### src/rtl/core/sspf_pkg.sv
package sspf_pkg;

  // Matrix limits and derived storage sizes
  localparam int MAX_WIDTH   = 64;
  localparam int MAX_HEIGHT  = 64;
  localparam int FRAME_DEPTH = MAX_WIDTH * MAX_HEIGHT;
  localparam int ADDR_W      = $clog2(FRAME_DEPTH);

  // Field widths
  localparam int DIM_W     = 7;
  localparam int POS_W     = 14;
  localparam int FRAC_W    = 8;
  localparam int INT_W     = POS_W - FRAC_W;
  localparam int CH_W      = 8;
  localparam int PIX_W     = 3 * CH_W;
  localparam int CFG_IDX_W = 2;
  localparam int OP_W      = 2;
  localparam int NB_W      = 2;

  localparam logic [DIM_W-1:0] DIM_RESET     = 7'd16;
  localparam logic [DIM_W-1:0] DIM_MIN       = 7'd2;
  localparam logic [DIM_W-1:0] DIM_MAX_W     = DIM_W'(MAX_WIDTH);
  localparam logic [DIM_W-1:0] DIM_MAX_H     = DIM_W'(MAX_HEIGHT);
  localparam logic [CH_W-1:0]  BORDER_WEIGHT = 8'd85;
  localparam logic [NB_W-1:0]  NB_LAST       = 2'd3;

  // Opcodes
  localparam logic [OP_W-1:0] OP_SPLAT = 2'd0;
  localparam logic [OP_W-1:0] OP_READ  = 2'd1;
  localparam logic [OP_W-1:0] OP_WRITE = 2'd2;

  // Configuration register indexes
  localparam logic [CFG_IDX_W-1:0] CFG_WIDTH  = 2'd0;
  localparam logic [CFG_IDX_W-1:0] CFG_HEIGHT = 2'd1;

  typedef enum logic [2:0] {
    ST_CLEAR,
    ST_IDLE,
    ST_DECODE,
    ST_NB_RD,
    ST_NB_WR,
    ST_PX_RD,
    ST_PX_WR,
    ST_RESULT
  } state_t;

  // Controller to datapath
  typedef struct packed {
    logic            clear;
    logic            load;
    logic            decode;
    logic            nb_rd;
    logic            nb_wr;
    logic            px_rd;
    logic            px_wr;
    logic            result;
    logic [NB_W-1:0] nb_idx;
  } cmd_t;

  // Datapath to controller
  typedef struct packed {
    logic            clr_last;
    logic            ok;
    logic            nb_ok;
    logic [OP_W-1:0] op;
  } stat_t;

endpackage

### src/rtl/core/sspf_ctrl.sv
module sspf_ctrl (
  input  logic            clk,
  input  logic            rst_n,
  input  logic            in_valid,
  output logic            in_ready,
  output logic            out_valid,
  input  logic            out_ready,
  input  sspf_pkg::stat_t stat,
  output sspf_pkg::cmd_t  cmd
);
  import sspf_pkg::*;

  state_t          state_r, state_nxt;
  logic [NB_W-1:0] nb_idx_r, nb_idx_nxt;
  logic            out_valid_r, out_valid_nxt;
  logic            out_free;

  assign out_free  = !out_valid_r || out_ready;
  assign in_ready  = (state_r == ST_IDLE);
  assign out_valid = out_valid_r;

  always_ff @(posedge clk) begin
    if (!rst_n) begin
      state_r     <= ST_CLEAR;
      nb_idx_r    <= '0;
      out_valid_r <= 1'b0;
    end else begin
      state_r     <= state_nxt;
      nb_idx_r    <= nb_idx_nxt;
      out_valid_r <= out_valid_nxt;
    end
  end

  // Next state
  always_comb begin
    state_nxt  = state_r;
    nb_idx_nxt = nb_idx_r;
    unique case (state_r)
      ST_CLEAR: begin
        if (stat.clr_last) state_nxt = ST_IDLE;
      end
      ST_IDLE: begin
        if (in_valid) state_nxt = ST_DECODE;
      end
      ST_DECODE: begin
        nb_idx_nxt = '0;
        if (!stat.ok) begin
          state_nxt = ST_RESULT;
        end else begin
          unique case (stat.op)
            OP_SPLAT: state_nxt = ST_NB_RD;
            OP_READ:  state_nxt = ST_PX_RD;
            OP_WRITE: state_nxt = ST_PX_WR;
            default:  state_nxt = ST_RESULT;
          endcase
        end
      end
      ST_NB_RD: begin
        if (stat.nb_ok) begin
          state_nxt = ST_NB_WR;
        end else if (nb_idx_r == NB_LAST) begin
          state_nxt = ST_RESULT;
        end else begin
          nb_idx_nxt = nb_idx_r + 1'b1;
        end
      end
      ST_NB_WR: begin
        if (nb_idx_r == NB_LAST) begin
          state_nxt = ST_RESULT;
        end else begin
          nb_idx_nxt = nb_idx_r + 1'b1;
          state_nxt  = ST_NB_RD;
        end
      end
      ST_PX_RD: state_nxt = ST_RESULT;
      ST_PX_WR: state_nxt = ST_RESULT;
      ST_RESULT: begin
        if (out_free) state_nxt = ST_IDLE;
      end
      default: state_nxt = ST_CLEAR;
    endcase
  end

  // Outputs
  always_comb begin
    cmd           = '0;
    cmd.nb_idx    = nb_idx_r;
    out_valid_nxt = out_valid_r && !out_ready;
    unique case (state_r)
      ST_CLEAR:  cmd.clear  = 1'b1;
      ST_IDLE:   cmd.load   = in_valid;
      ST_DECODE: cmd.decode = 1'b1;
      ST_NB_RD:  cmd.nb_rd  = 1'b1;
      ST_NB_WR:  cmd.nb_wr  = 1'b1;
      ST_PX_RD:  cmd.px_rd  = 1'b1;
      ST_PX_WR:  cmd.px_wr  = 1'b1;
      ST_RESULT: begin
        if (out_free) begin
          cmd.result    = 1'b1;
          out_valid_nxt = 1'b1;
        end
      end
      default: ;
    endcase
  end

endmodule

### config.mk
export PLATFORM = sky130hd
export DESIGN_NAME = sspf_ctrl
export DESIGN_NICKNAME = d
export VERILOG_FILES = /design/src/rtl/core/sspf_pkg.sv /design/src/rtl/core/sspf_ctrl.sv
export SDC_FILE = /design/constraint.sdc
export NUM_CORES = 1
export LEC_CHECK = 0
export BUFFER_PORTS_ARGS = -buffer_cell sky130_fd_sc_hd__buf_2
export CORE_AREA = 3 3 40 42
export DETAILED_ROUTE_END_ITERATION = 10
export DIE_AREA = 0 0 43 45
export PLACE_DENSITY = 0.62
export SLEW_MARGIN = 20
export SYNTH_ARGS = -nofsm -noshare
export SYNTH_HDL_FRONTEND = slang
export SYNTH_SLANG_ARGS = --single-unit
### constraint.sdc
create_clock -name clk -period 1.4 [get_ports clk]
set_clock_uncertainty 0.15 [all_clocks]
set_input_delay 0.21 -clock clk [delete_from_list [all_inputs] [get_ports clk]]
set_output_delay 0.21 -clock clk [all_outputs]
set_load 0.01 [all_outputs]
==> metrics.txt, run 1 <==
outcome complete, but fails checks; failing checks negative setup slack; total clock sinks 6; design area 792 um2; f_max roughly 0.65 GHz; maximum vdd drop 0.573 mV; WL per Instance 12.6 um; Leak between 0.3 and 0.4 nW; Avg Inst Size Synth between 7 and 8 um2; Netlist Area Pre-Place between 400 and 500 um2; die area 1940 um2; Distinct cells, synth 27; R2R setup slack -0.05 ns; worst slew pin tran 0.219 ns; cell-internal power about 460 uW; placed cells 96; Die X 43 um; syn_nets 67; initial antenna violation count 0; DRT antenna net count 0; routability cong. 0.721; post-detail-place hpwl 879 um; initial drt markers 2; Placed Area between 600 and 700 um2; fin nets 106; Final min period 1.53 ns; share of async-settable or async-resettable flops after synthesis 0; Rows 13; CTS max path bufs 2; Non-Filler Instances 109; CTS tree done; fraction of layout cells with a size suffix above 1 0.606; CP Class reg2out; GRT overflow 0; DRC violations left 0; Seq/Total Area, Yosys 0.264; die height roughly 45 um; pwr/cell area 849 nW/um2; Core Region about 1300 um2; total CTS buffers 3; EDFF count, synth 0; clock power share 0.233; fin. max-slew vios 0; Finish-stage setup viols 10; Syn-to-layout area delta 74.4%; Synth Instances 57; Min-Delay Path Class in2reg; Flop pwr share 0.311; pre-CTS setup slack -0.00196 ns; n_diodes 0; P_sw 214 uW; starting density of the core 0.353; crit end category primary output; largest net degree at the start of global routing 12; post-route setup slack -0.130 ns; H-tree levels 1; required time worst endpoint 1.04 ns; Worst-Skew Late Latency around 0.24 ns; CTS clk-pin slew, worst paths 0.04 ns; combinational group share of total power 0.455; MaxCap Viol Count 0; Yosys reg bits 6; routed wire length between 1000 and 1500 um; switching power share of the total 0.318; RSZ-0062 raised after global routing true; CTS root buffer clkbuf_4; I/O Pins 21; first-pass GRT wire length 1990 um; Worst setup SP type flop; vias approximately 550; Worst EP arrival 1.17 ns; Synth Flop Type dfxtp_1; Via-to-Cell Ratio 5.02; slew margin rel. 0.852; Final Hold Viols 0; Final Cycle Share 1.09; GRT Overall Usage 0.139; CP max FO 7; hold slack 0.124 ns; # hold bufs at CTS 0; Synth Warn # 0; DR pass1 iterations 4; vias in the first global route 490; I/O Buffers 20
==> placed cells by master, fill, tap and decap left out, drive strengths merged, types with 2 or more instances in the layout <==
cell type / n
and3b: 2
nor3b: 3
nand2b: 2
clkbuf: 3
dfxtp: 6
nand3: 3
mux2i: 2
buf: 39
a21oi: 5
nor3: 2
nor2: 4
nand2: 4
o21ai: 6
nand3b: 3
==> synth_stat cells (2+ instances only) <==
cell / n / area (um2)
mux2i_1: 2 / 20.0
dfxtp_1: 6 / 120
nor2_1: 4 / 15.0
nand2b_1: 2 / 12.5
a21oi_1: 5 / 25.0
nor3_1: 2 / 10.0
nand3_1: 3 / 15.0
and3b_1: 2 / 17.5
buf_2: 3 / 15.0
nand2_1: 4 / 15.0
nor3b_1: 3 / 22.5
nand3b_1: 3 / 22.5
o21ai_0: 4 / 20.0
==> final cells by class <==
class                   count  area [um2]
repair buffers             39         273
flip-flops and latches      6         130
fillers                   117         493
inverters                   1        3.75
multi-input cells          45         344
clock buffers               3        22.5
well taps                  15        18.8
==> flip-flops by register name (all words and copies together) (netlist names) <==
| register | count |
|---|---|
| state_r | 3 |
| out_valid | 1 |
| nb_idx_r | 2 |
==> final timing paths <==
kind / depth (start not counted) / from / end
worst max-delay path: 3 / state_r[0] / cmd[5]
worst min-delay path: 2 / rst_n / state_r[0]
worst max register to register: 4 / state_r[0] / nb_idx_r[1]
worst min register to register: 2 / nb_idx_r[1] / nb_idx_r[1]
==> power by group through the flow <==
stage	logic [mW]	clock network, mW	registers [mW]
6_report	0.306	0.157	0.209
2_1_floorplan	0.149	0	0.197
4_1_cts	0.275	0.168	0.206
5_1_grt	0.333	0.182	0.211
3_3_place_gp	0.218	0	0.209
3_5_place_dp	0.219	0	0.209
==> through the flow <==
stage          TNS (ns)  utilization  power, mW
6_report         -0.681        0.616      0.672
5_1_grt           -1.32        0.616      0.726
4_1_cts          -0.905        0.578      0.649
3_5_place_dp   -0.00196        0.489      0.428
3_3_place_gp   -0.00437        0.489      0.427
2_1_floorplan         0            -      0.346
==> critical path: stages, from the launching register on <==
cell,delay (ns)
dfxtp_4,0.36
or3b_4,0.41
inv_2,0.07
buf_6,0.09
==> routing by layer <==
metal,GRT usage,part of all wire,up-vias
met5,0,0,-
met1,0.137,0.41,244
met3,0.0159,0.061,4
li1,-,-,282
met2,0.263,0.50,17
met4,0.108,0.020,0
==> what timing repair did <==
item / in CTS / in global routing
pin swaps: 3 / 2
endpoints found under the setup margin: 12 / 13
resized for setup: 14 / 10
buffers inserted: 8 / 1
cloned: 0 / 1
==> kinds of logic after synthesis <==
family                   Yosys count  share of synthesized area
adder cells (fa/ha/maj)            1                     0.0275
AND/OR/NAND/NOR                   27                      0.361
multiplexers                       2                     0.0441
flip-flops                         6                      0.264
AO/OA/AOI/OAI                     15                      0.229
buffers and inverters              6                     0.0744
Power figures use the tool's default switching activity.
==> run 2: changes to the inputs <==
Settings changed: CAP_MARGIN set to 40, PLACE_DENSITY 0.62 to 0.59, SETUP_SLACK_MARGIN set to 0.15.
Clock period 1.4 ns to 1.8 ns, I/O delays scaled along.
==> run 2 against run 1 <==
Against the previous run: die area is the same; via count shrank 7.3%; the flow now finishes without violations; critical endpoint unchanged; power shrank 31%; critical path depth is the same; highest routed layer unchanged; sequential power shrank 22%; sequential cell count is the same; combinational power shrank 42%; final area shrank 17%; non-clock buffer count shrank 10.
==> metrics.txt, run 2 (synthesis gave the netlist of run 1 again) <==
outcome complete, no violations; CTS tree done; Most flops, register state_r; Die X 43 um; total clock sinks 6; reg-to-reg startpoint nb_idx_r[0]; maximum vdd drop 0.314 mV; vias between 500 and 600; Finish-stage setup viols 0; post-detail-place hpwl 784 um; Total Power 465 uW; initial drt markers 8; Rows 13; slew margin rel. 0.842; initial antenna violation count 0; CTS clk-pin slew, worst paths about 0.050 ns; Via-to-Cell Ratio 5.12; R2R setup slack 0.30 ns; routability cong. 0.736; DR pass1 iterations 4; required time worst endpoint ~1.4 ns; H-tree levels 1; Hold Path Stages 3; CTS max path bufs 2; CP Class reg2out; Cell Chain, Critical Path or3b_4 > inv_2 > buf_2; Core Util, Final 0.509; n_diodes 0; pwr/cell area between 700 and 800 nW/um2; Final Hold Viols 0; total negative slack 0 ns; most common cell after layout, fill and taps aside buf_2; CP max FO 6; Min-Delay Path Class in2reg; CTS root buffer clkbuf_4; RSZ-0062 raised after global routing false; die height roughly 45 um; Final Cycle Share 0.890; starting density of the core 0.353; total CTS buffers 3; commonest non-fill, non-tap cells in the layout buf_2 (20), buf_4 (9), a21oi_1 (5); vias in the first global route 458; slowest library cell on the worst path or3b_4; pre-CTS setup slack between 0.2 and 0.25 ns; r2r worst-path depth 5; f_max 0.624 GHz; Placed Area ~550 um2; Leak about 0.33 nW; Worst EP arrival 1.18 ns; GRT Overall Usage 0.139; routed wire length about 1200 um; fraction of layout cells with a size suffix above 1 0.488; WL per Instance 12.1 um; Largest register FFs 3; Syn-to-layout area delta 44.1%; Worst setup SP type flop; Setup crit end cmd[5]; largest net degree at the start of global routing 16; fin. max-slew vios 0; Worst-Skew Late Latency 0.24 ns; I/O Pins 21; MaxCap Viol Count 0; design area 654 um2; fin nets 96; Crit path largest cell delay 0.42 ns; CP Launch Point state_r[1]; DRT antenna net count 0; reg2reg end state_r[0]; Final min period 1.60 ns; I/O Buffers 20; crit end category primary output; GRT overflow 0; DRC violations left 0; die area 1940 um2; worst slew pin tran 0.233 ns; post-route setup slack just under 0.2 ns; first-pass GRT wire length 1970 um; Core Region 1280 um2
run 2: layout make-up:
type | instances | area [um2]
fill | 132 | 631
clock buffer | 3 | 22.5
timing repair buffer | 29 | 168
sequential | 6 | 131
inverter | 1 | 3.75
multi-input combinational | 45 | 310
tap | 15 | 18.8
run 2: routing by layer:
metal	up-vias	track usage	share of wire
li1	261	-	-
met5	-	0	0
met1	236	0.169	0.43
met3	2	0.0478	0.054
met4	0	0.0723	0.010
met2	8	0.219	0.50
run 2: how the worst min path moves through the flow:
| stage | slack (ns) | startpoint | end |
|---|---|---|---|
| global placement | 0.31 | nb_idx_r[1] | nb_idx_r[1] |
| detailed placement | 0.33 | nb_idx_r[1] | nb_idx_r[1] |
| global route | 0.19 | rst_n | state_r[0] |
| floorplan | 0.34 | out_ready | out_valid |
| finish | 0.18 | out_ready | out_valid |
| CTS | 0.17 | rst_n | state_r[1] |
run 2: timing repair:
action | 4_1_cts | 5_1_grt
endpoints found under the setup margin | 7 | 3
buffers inserted | 3 | 5
hold buffers | 0 | 0
gates resized for setup | 6 | 3
endpoints found under the hold margin | 0 | 0
gates cloned | 0 | 0
run 2: power by group:
group	total, mW	leakage (nW)	switching [mW]	internal (mW)
logic	0.177	0.263	0.0828	0.0943
clock network	0.125	0.0138	0.0497	0.0755
registers	0.163	0.0509	0.0181	0.145
total	0.465	0.328	0.151	0.315
run 2: critical path: cells and delay by family (launching register included):
family        cells  cell delay, ns
flops             1            0.36
simple gates      1            0.42
buf+inv           2            0.16
run 2: stage by stage:
step	hold WS, ns	std cells
2_1_floorplan	0.338	57
3_3_place_gp	0.312	88
3_5_place_dp	0.327	88
4_1_cts	0.169	94
5_1_grt	0.189	99
6_report	0.180	99
==> run 3: changes to the inputs <==
Settings changed: CORE_AREA 3 3 40 42 to 4 4 41 43, DIE_AREA 0 0 43 45 to 0 0 45 47.
==> run 3 against run 2 <==
Against the previous run: power rose by 2.4%; final area rose by 2.3%; sequential power barely moved; register-to-register slack barely moved; first-iteration DRC count fell by 50%; critical path type unchanged; core utilization rose by 0.52 points; worst hold slack got worse by 0.0076 ns; setup slack got worse by 0.033 ns; clock power barely moved; die area rose by 9.3%; largest cell class unchanged.
==> metrics.txt, run 3 (synthesis gave the netlist of run 1 again) <==
GRT overflow 0; die area 2120 um2; slowest library cell on the worst path or3b_4; CTS root buffer clkbuf_4; Most flops, register state_r; Core Region about 1300 um2; DR pass1 iterations 4; routability cong. roughly 0.72; CP Class reg2out; Leak 0.329 nW; starting density of the core 0.349; pwr/cell area a little over 700 nW/um2; I/O Buffers 20; DRT antenna net count 0; fraction of layout cells with a size suffix above 1 0.482; Crit path largest cell delay 0.44 ns; H-tree levels 1; Worst setup SP type flop; initial drt markers 4; fin. max-slew vios 0; Die X 45 um; most common cell after layout, fill and taps aside buf_2; Finish-stage setup viols 0; CTS max path bufs 2; routed wire length 1180 um; hold_sp rst_n; Rows 13; vias in the first global route approximately 450; largest net degree at the start of global routing 16; CTS tree done; Fill cells between 100 and 150; Min-Delay Path Class in2reg; Via-to-Cell Ratio approximately 5; MaxCap Viol Count 0; # hold bufs at CTS 0; reg-to-reg startpoint nb_idx_r[0]; CP Launch Point state_r[0]; DRC violations left 0; crit end category primary output; Core Util, Final 0.514; vias between 400 and 500; total clock sinks 6; total negative slack 0 ns; f_max ~0.6 GHz; first-pass GRT wire length 1880 um; required time worst endpoint 1.38 ns; commonest non-fill, non-tap cells in the layout buf_2 (19), buf_4 (6), a21oi_1 (5); register area around 130 um2; RSZ-0062 raised after global routing true; post-detail-place hpwl between 800 and 900 um; I/O Pins 21; slew margin rel. 0.847; Syn-to-layout area delta 47.4%; Final Cycle Share 0.908; GRT Overall Usage 0.127; CTS clk-pin slew, worst paths 0.05 ns; outcome complete, no violations; Worst-Skew Late Latency 0.25 ns; Final Hold Viols 0; worst slew pin tran 0.226 ns; initial antenna violation count 0; CP max FO 8; Worst EP arrival 1.21 ns; WL per Instance 12.1 um; placed cells between 80 and 90; Cell Chain, Critical Path or3b_4 > inv_2 > buf_6; Final min period 1.63 ns; Non-Filler Instances 98; area of the multi-input gates 310 um2; Largest register FFs 3; total CTS buffers 3; n_diodes 0; fin nets 95; maximum vdd drop 0.327 mV; die height around 47 um
-- run 3: metal layers --
layer,track usage,wire (um),vias up
li1,-,-,258
met1,0.142,530,223
met2,0.209,610,10
met3,0.0575,43,0
met4,0.0526,0,0
met5,0,0,-
-- run 3: power breakdown --
part / internal, mW / switching [mW]
Clock: 0.0757 / 0.0521
Combinational: 0.101 / 0.0842
Sequential: 0.145 / 0.0186
-- run 3: worst paths after layout --
kind | to | slack [ns] | depth (start not counted)
worst max-delay path | cmd[5] | 0.17 | 3
worst min-delay path | state_r[1] | 0.17 | 3
worst max register to register | nb_idx_r[1] | 0.29 | 5
worst min register to register | nb_idx_r[1] | 0.34 | 2
-- run 3: timing repair --
item                       4_1_cts  5_1_grt
setup endpoints to repair        6        4
gates resized for setup          5        6
pin swaps                        0        2
buffers inserted                 3        4
-- run 3: per-stage QoR --
step	power (mW)	cell area (um2)	hold WS (ns)	setup slack (ns)
finish	0.476	669	0.172	0.165
global route	0.514	669	0.165	0.128
CTS	0.455	607	0.155	0.130
detailed placement	0.299	551	0.327	0.248
global placement	0.297	551	0.312	0.260
floorplan	0.267	454	0.338	0.228
-- run 3: area by class of cell --
| cell class | count | area share |
|---|---|---|
| Sequential cell | 6 | 0.196 |
| Inverter | 1 | 0.00561 |
| Clock buffer | 3 | 0.0336 |
| Timing Repair Buffer | 28 | 0.273 |
| Tap cell | 15 | 0.0280 |
| Multi-Input combinational cell | 45 | 0.464 |
-- run 3: worst max-delay path: cells and delay by family, from the launching register on --
kind / cells / cell delay (ns)
AND/OR/NAND/NOR: 1 / 0.44
flip-flops: 1 / 0.37
buffers and inverters: 2 / 0.16
